**src/ihyp_pkg.sv**
```systemverilog
// shared widths and the data record handed from one root cell to the next
// no dependencies
package ihyp_pkg;

    localparam int ROOT_BITS = 16;
    localparam int RAD_W     = 2 * ROOT_BITS;
    localparam int REM_W     = ROOT_BITS + 2;
    localparam int VALUE_W   = 32;
    localparam int LEG_W     = 16;
    localparam int OUT_W     = 16;

    // item kinds
    localparam logic KIND_SQRT  = 1'b0;
    localparam logic KIND_HYPOT = 1'b1;

    typedef logic [RAD_W-1:0]     rad_t;
    typedef logic [REM_W-1:0]     rem_t;
    typedef logic [ROOT_BITS-1:0] root_t;

    typedef struct packed {
        rem_t  rem;
        root_t root;
        rad_t  rad;
    } cell_data_t;

endpackage

```
**src/ihyp_front.sv**
```systemverilog
// front end: squares of the legs, then sum and radicand select
// depends on ihyp_pkg
module ihyp_front (
    input  logic                         aclk,
    input  logic                         aresetn,
    input  logic                         up_valid,
    output logic                         up_ready,
    input  logic                         kind,
    input  logic [ihyp_pkg::VALUE_W-1:0] value,
    input  logic [ihyp_pkg::LEG_W-1:0]   dx,
    input  logic [ihyp_pkg::LEG_W-1:0]   dy,
    output logic                         dn_valid,
    input  logic                         dn_ready,
    output ihyp_pkg::rad_t               rad
);

    logic                           a_valid_reg, a_valid_next;
    logic                           a_kind_reg;
    logic [ihyp_pkg::VALUE_W-1:0]   a_value_reg;
    logic [2*ihyp_pkg::LEG_W-1:0]   a_sqx_reg, a_sqy_reg;
    logic                           b_valid_reg, b_valid_next;
    ihyp_pkg::rad_t                 b_rad_reg, b_rad_next;
    logic                           a_ready, b_ready;
    logic [ihyp_pkg::VALUE_W-1:0]   sum_w;

    assign b_ready  = !b_valid_reg || dn_ready;
    assign a_ready  = !a_valid_reg || b_ready;
    assign up_ready = a_ready;
    assign dn_valid = b_valid_reg;
    assign rad      = b_rad_reg;

    // sum of squares wraps at the value width
    assign sum_w = ihyp_pkg::VALUE_W'(a_sqx_reg) + ihyp_pkg::VALUE_W'(a_sqy_reg);

    always_comb begin
        a_valid_next = a_valid_reg;
        if (a_ready) begin
            a_valid_next = up_valid;
        end
        b_valid_next = b_valid_reg;
        b_rad_next   = b_rad_reg;
        if (b_ready) begin
            b_valid_next = a_valid_reg;
            b_rad_next   = (a_kind_reg == ihyp_pkg::KIND_HYPOT) ? ihyp_pkg::rad_t'(sum_w)
                                                              : ihyp_pkg::rad_t'(a_value_reg);
        end
    end

    always_ff @(posedge aclk) begin
        if (!aresetn) begin
            a_valid_reg <= 1'b0;
            b_valid_reg <= 1'b0;
        end else begin
            a_valid_reg <= a_valid_next;
            b_valid_reg <= b_valid_next;
        end
    end

    always_ff @(posedge aclk) begin
        if (a_ready) begin
            a_kind_reg  <= kind;
            a_value_reg <= value;
            a_sqx_reg   <= (2*ihyp_pkg::LEG_W)'(dx) * (2*ihyp_pkg::LEG_W)'(dx);
            a_sqy_reg   <= (2*ihyp_pkg::LEG_W)'(dy) * (2*ihyp_pkg::LEG_W)'(dy);
        end
        b_rad_reg <= b_rad_next;
    end

endmodule

```
**src/ihyp_cell.sv**
```systemverilog
// one restoring square-root step: brings down two radicand bits, decides one root bit
// depends on ihyp_pkg
module ihyp_cell (
    input  logic                 aclk,
    input  logic                 aresetn,
    input  logic                 up_valid,
    output logic                 up_ready,
    input  ihyp_pkg::cell_data_t up_data,
    output logic                 dn_valid,
    input  logic                 dn_ready,
    output ihyp_pkg::cell_data_t dn_data
);

    logic                 valid_reg, valid_next;
    ihyp_pkg::cell_data_t data_reg, data_next;
    ihyp_pkg::rem_t       rem_sh, trial;
    ihyp_pkg::root_t      root_sh;
    logic                 fits;

    assign up_ready = !valid_reg || dn_ready;
    assign dn_valid = valid_reg;
    assign dn_data  = data_reg;

    always_comb begin
        rem_sh  = {up_data.rem[ihyp_pkg::REM_W-3:0],
                   up_data.rad[ihyp_pkg::RAD_W-1 -: 2]};
        root_sh = {up_data.root[ihyp_pkg::ROOT_BITS-2:0], 1'b0};
        trial   = ihyp_pkg::rem_t'({root_sh, 1'b1});
        fits    = (trial <= rem_sh);

        valid_next = valid_reg;
        data_next  = data_reg;
        if (up_ready) begin
            valid_next     = up_valid;
            data_next.rem  = fits ? (rem_sh - trial) : rem_sh;
            data_next.root = {root_sh[ihyp_pkg::ROOT_BITS-1:1], fits};
            data_next.rad  = {up_data.rad[ihyp_pkg::RAD_W-3:0], 2'b00};
        end
    end

    always_ff @(posedge aclk) begin
        if (!aresetn) begin
            valid_reg <= 1'b0;
        end else begin
            valid_reg <= valid_next;
        end
    end

    always_ff @(posedge aclk) begin
        data_reg <= data_next;
    end

endmodule

```
**src/integer_sqrt_and_hypot_top.sv**
```systemverilog
// Integer square root and hypotenuse. Each item asks either for the floor square
// root of s_value (s_kind = 0) or for the floor root of s_dx*s_dx + s_dy*s_dy with
// the sum wrapped to 32 bits (s_kind = 1). The block is a pipeline that takes one
// item every cycle unless backpressure has filled it: two front stages form the
// squares and pick the radicand, then a row of 16 identical cells each settles one
// root bit, and each result is offered on m_valid from the last cell's register.
// Every stage holds its item under backpressure and empty stages keep filling, so
// up to 18 items are in flight and results come out in the order items went in.
// depends on ihyp_pkg, ihyp_front, ihyp_cell
module integer_sqrt_and_hypot_top (
    input  logic                         aclk,
    input  logic                         aresetn,
    input  logic                         s_valid,
    output logic                         s_ready,
    input  logic                         s_kind,
    input  logic [ihyp_pkg::VALUE_W-1:0] s_value,
    input  logic [ihyp_pkg::LEG_W-1:0]   s_dx,
    input  logic [ihyp_pkg::LEG_W-1:0]   s_dy,
    output logic                         m_valid,
    input  logic                         m_ready,
    output logic [ihyp_pkg::OUT_W-1:0]   m_root
);

    logic                 front_valid, front_ready;
    ihyp_pkg::rad_t       front_rad;
    logic                 c_valid [ihyp_pkg::ROOT_BITS+1];
    logic                 c_ready [ihyp_pkg::ROOT_BITS+1];
    ihyp_pkg::cell_data_t c_data  [ihyp_pkg::ROOT_BITS+1];

    ihyp_front u_front (
        .aclk     (aclk),
        .aresetn  (aresetn),
        .up_valid (s_valid),
        .up_ready (s_ready),
        .kind     (s_kind),
        .value    (s_value),
        .dx       (s_dx),
        .dy       (s_dy),
        .dn_valid (front_valid),
        .dn_ready (front_ready),
        .rad      (front_rad)
    );

    // chain entry: empty remainder and root, full radicand
    assign c_valid[0]     = front_valid;
    assign front_ready    = c_ready[0];
    assign c_data[0].rem  = '0;
    assign c_data[0].root = '0;
    assign c_data[0].rad  = front_rad;

    for (genvar i = 0; i < ihyp_pkg::ROOT_BITS; i++) begin : g_cell
        ihyp_cell u_cell (
            .aclk     (aclk),
            .aresetn  (aresetn),
            .up_valid (c_valid[i]),
            .up_ready (c_ready[i]),
            .up_data  (c_data[i]),
            .dn_valid (c_valid[i+1]),
            .dn_ready (c_ready[i+1]),
            .dn_data  (c_data[i+1])
        );
    end

    assign m_valid = c_valid[ihyp_pkg::ROOT_BITS];
    assign c_ready[ihyp_pkg::ROOT_BITS] = m_ready;
    assign m_root  = ihyp_pkg::OUT_W'(c_data[ihyp_pkg::ROOT_BITS].root);

endmodule
```
**config.mk**
```make
export PLATFORM = sky130hd
export DESIGN_NAME = integer_sqrt_and_hypot_top
export DESIGN_NICKNAME = d
export VERILOG_FILES = /design/src/ihyp_pkg.sv /design/src/ihyp_front.sv /design/src/ihyp_cell.sv /design/src/integer_sqrt_and_hypot_top.sv
export SDC_FILE = /design/constraint.sdc
export NUM_CORES = 2
export LEC_CHECK = 0
export BUFFER_PORTS_ARGS = -buffer_cell sky130_fd_sc_hd__buf_2
export CORE_ASPECT_RATIO = 1.75
export CORE_MARGIN = 2
export CORE_UTILIZATION = 40
export CTS_CLUSTER_DIAMETER = 120
export DETAILED_ROUTE_END_ITERATION = 10
export PLACE_DENSITY_LB_ADDON = 0.25
export SYNTH_ARGS = -nofsm -noshare
export SYNTH_HDL_FRONTEND = slang
export SYNTH_HIERARCHICAL = 1
export SYNTH_SLANG_ARGS = --single-unit
```
**constraint.sdc**
```tcl
create_clock -name aclk -period 34.8 [get_ports aclk]
set_input_delay 0 -clock aclk [delete_from_list [all_inputs] [get_ports aclk]]
set_output_delay 0 -clock aclk [all_outputs]
set_load 0.02 [all_outputs]
```
==> flow_summary.ini <==
[sta]
relSlewSlack_pct = 23.27
worst_slew_pin_slew_ps = 1150
setup_ws_ps = 22960
fin_crit_sh_pct = 34.04
hold_viol_final = 0
holdWs_ps = 56.18
timing.final.max_slew_violations = 0
fmax_mhz = 84.42
setup_viol = 0
rsz0062_at_grt = no
skew_ps = 34.46
min_period_ps = 11840
fin_setup_tns_ps = 0

[floorplan]
die-area_sq_um = 153500
initial_core_util_pct = 40.17
die_h_um = 516.7
design.core.area_sq_um = 149600
rows = 188
design.portCount = 87
die_w_um = 297

[critical_path]
rrSetupSlack_ps = 23540
cp_max_fo = 69
critPathMostFrequentCell = nand2b_2
slowest_delay_ps = 900
end_kind = output pin
cp.arrival_ps = 11840
critical_path_class = register to output pin
cp_slowest_cell = nand2b_2
critPathBufInv = 10
worstSetupStartpointType = register
required_ps = 34800
critPathTopFamily = simple AND/OR/NAND/NOR gates

[clock_network]
postCtsSetupBuffers = 0
post_cts_resize_count = 0
clk_pin_slew_ps = 60
cts_tree = yes
cts_max_path_buffers = 3
cts_buffers = 87
htreeDepth = 3
clockRootBuffer = clkbuf_16
clk_latency_ps = 700
clock_sinks = 866

[final_layout]
drive_above_1_share_pct = 10.68
nets = 6315
syn_to_final_growth_pct = 10.21
design_area_sq_um = 66230
largest_reg_flops = 721

[route]
wire_per_inst_um = 18.58
drtPass1Iterations = 6
ant_nets = 0
drc_errors = 0
viasPerCell = 5.099
first_iter_violations = 1529
drt-total-wl_mm = 139.0
num_vias = 38160

[placement]
gp_congestion = 0.9596
dp_hpwl_mm = 111.6
port_buffers = 86
post-place-ws_ps = 23270
place_area_sq_um = 62570

[synth]
netlist_area_sq_um = 60090
syn_inst = 5229
yosys_warnings = 6
synth.avg_cell_area_sq_um = 11.49

[global_route]
grt_util_met2_pct = 39.91
use_met1_pct = 14.92
grt_pass1_wl_mm = 218.0
antenna_found_initial = 1
grt_overflow = 0
grt_use_total_pct = 18.27
grt_max_degree = 70
grt_pass1_vias = 41240
busiest_layer = met2
use_met3_pct = 1.943

[run_status]
outcome = complete, no violations

[run]
drv_cap = 0

[worst_hold_path]
hold_class = primary input to register
## timing repair
item,4_1_cts,5_1_grt
hold endpoints to repair,57,0
hold buffers,73,0
setup endpoints to repair,0,0
## layer usage
metal / wire length (um) / share of wire, %
met1: 42510 / 31
met3: 3133 / 2.3
met5: 0 / 0
met2: 84610 / 61
met4: 8763 / 6.3
## metrics by stage
step | std cells | utilization [%]
after global routing | 7483 | 44.27
after CTS | 7482 | 44.27
after floorplan | 5289 | -
final | 7483 | 44.27
after detailed placement | 7250 | 41.82
after global placement | 7250 | 41.82
## layout by cell type (no fill, tap or decap), types with 20 or more instances in the layout
cell type,instances
nor3_1,74
inv_1,846
and3_1,35
dlygate4sd3_1,73
clkbuf_16,87
and2_1,79
o211ai_1,59
a31oi_1,23
edfxtp_1,848
o21ai_1,20
nor2_1,190
conb_1,61
o21bai_1,22
o21a_1,73
ha_1,505
nor2b_1,26
a211oi_1,67
a21oi_1,262
xor2_1,112
nand4_1,47
nand3_1,77
a21boi_0,21
nand2_1,347
xnor2_1,173
mux2_2,116
fa_1,324
buf_2,86
mux2_4,108
a21o_1,112
nand2b_1,55
o21ai_0,167
## area by class of cell
type	instances	area [sq um]
Multi-Input combinational cell	3427	30430
Fill cell	13910	83380
Timing Repair Buffer	176	1289
Sequential cell	866	25820
Tap cell	1995	2496
Inverter	859	3257
Clock buffer	100	2246
Antenna cell	1	2.502
Clock inverter	59	680.7
## path summary, 6_finish.rpt
path / depth (start not counted) / end / start
hold reg to reg: 0 / g_cell[5].u_cell/dn_data[15]$_DFFE_PP_ / g_cell[4].u_cell/dn_data[13]$_DFFE_PP_
setup reg to reg: 27 / u_front/a_sqx_reg[19]$_DFFE_PP_ / g_cell[15].u_cell/dn_valid$_SDFFE_PN0P_
hold / removal: 2 / u_front/a_value_reg[25]$_DFFE_PP_ / s_value[25]
setup / recovery: 28 / s_ready / g_cell[15].u_cell/dn_valid$_SDFFE_PN0P_
Power is not shown: default switching activity piles up to over one toggle a cycle in this logic, so the estimate is an artifact.
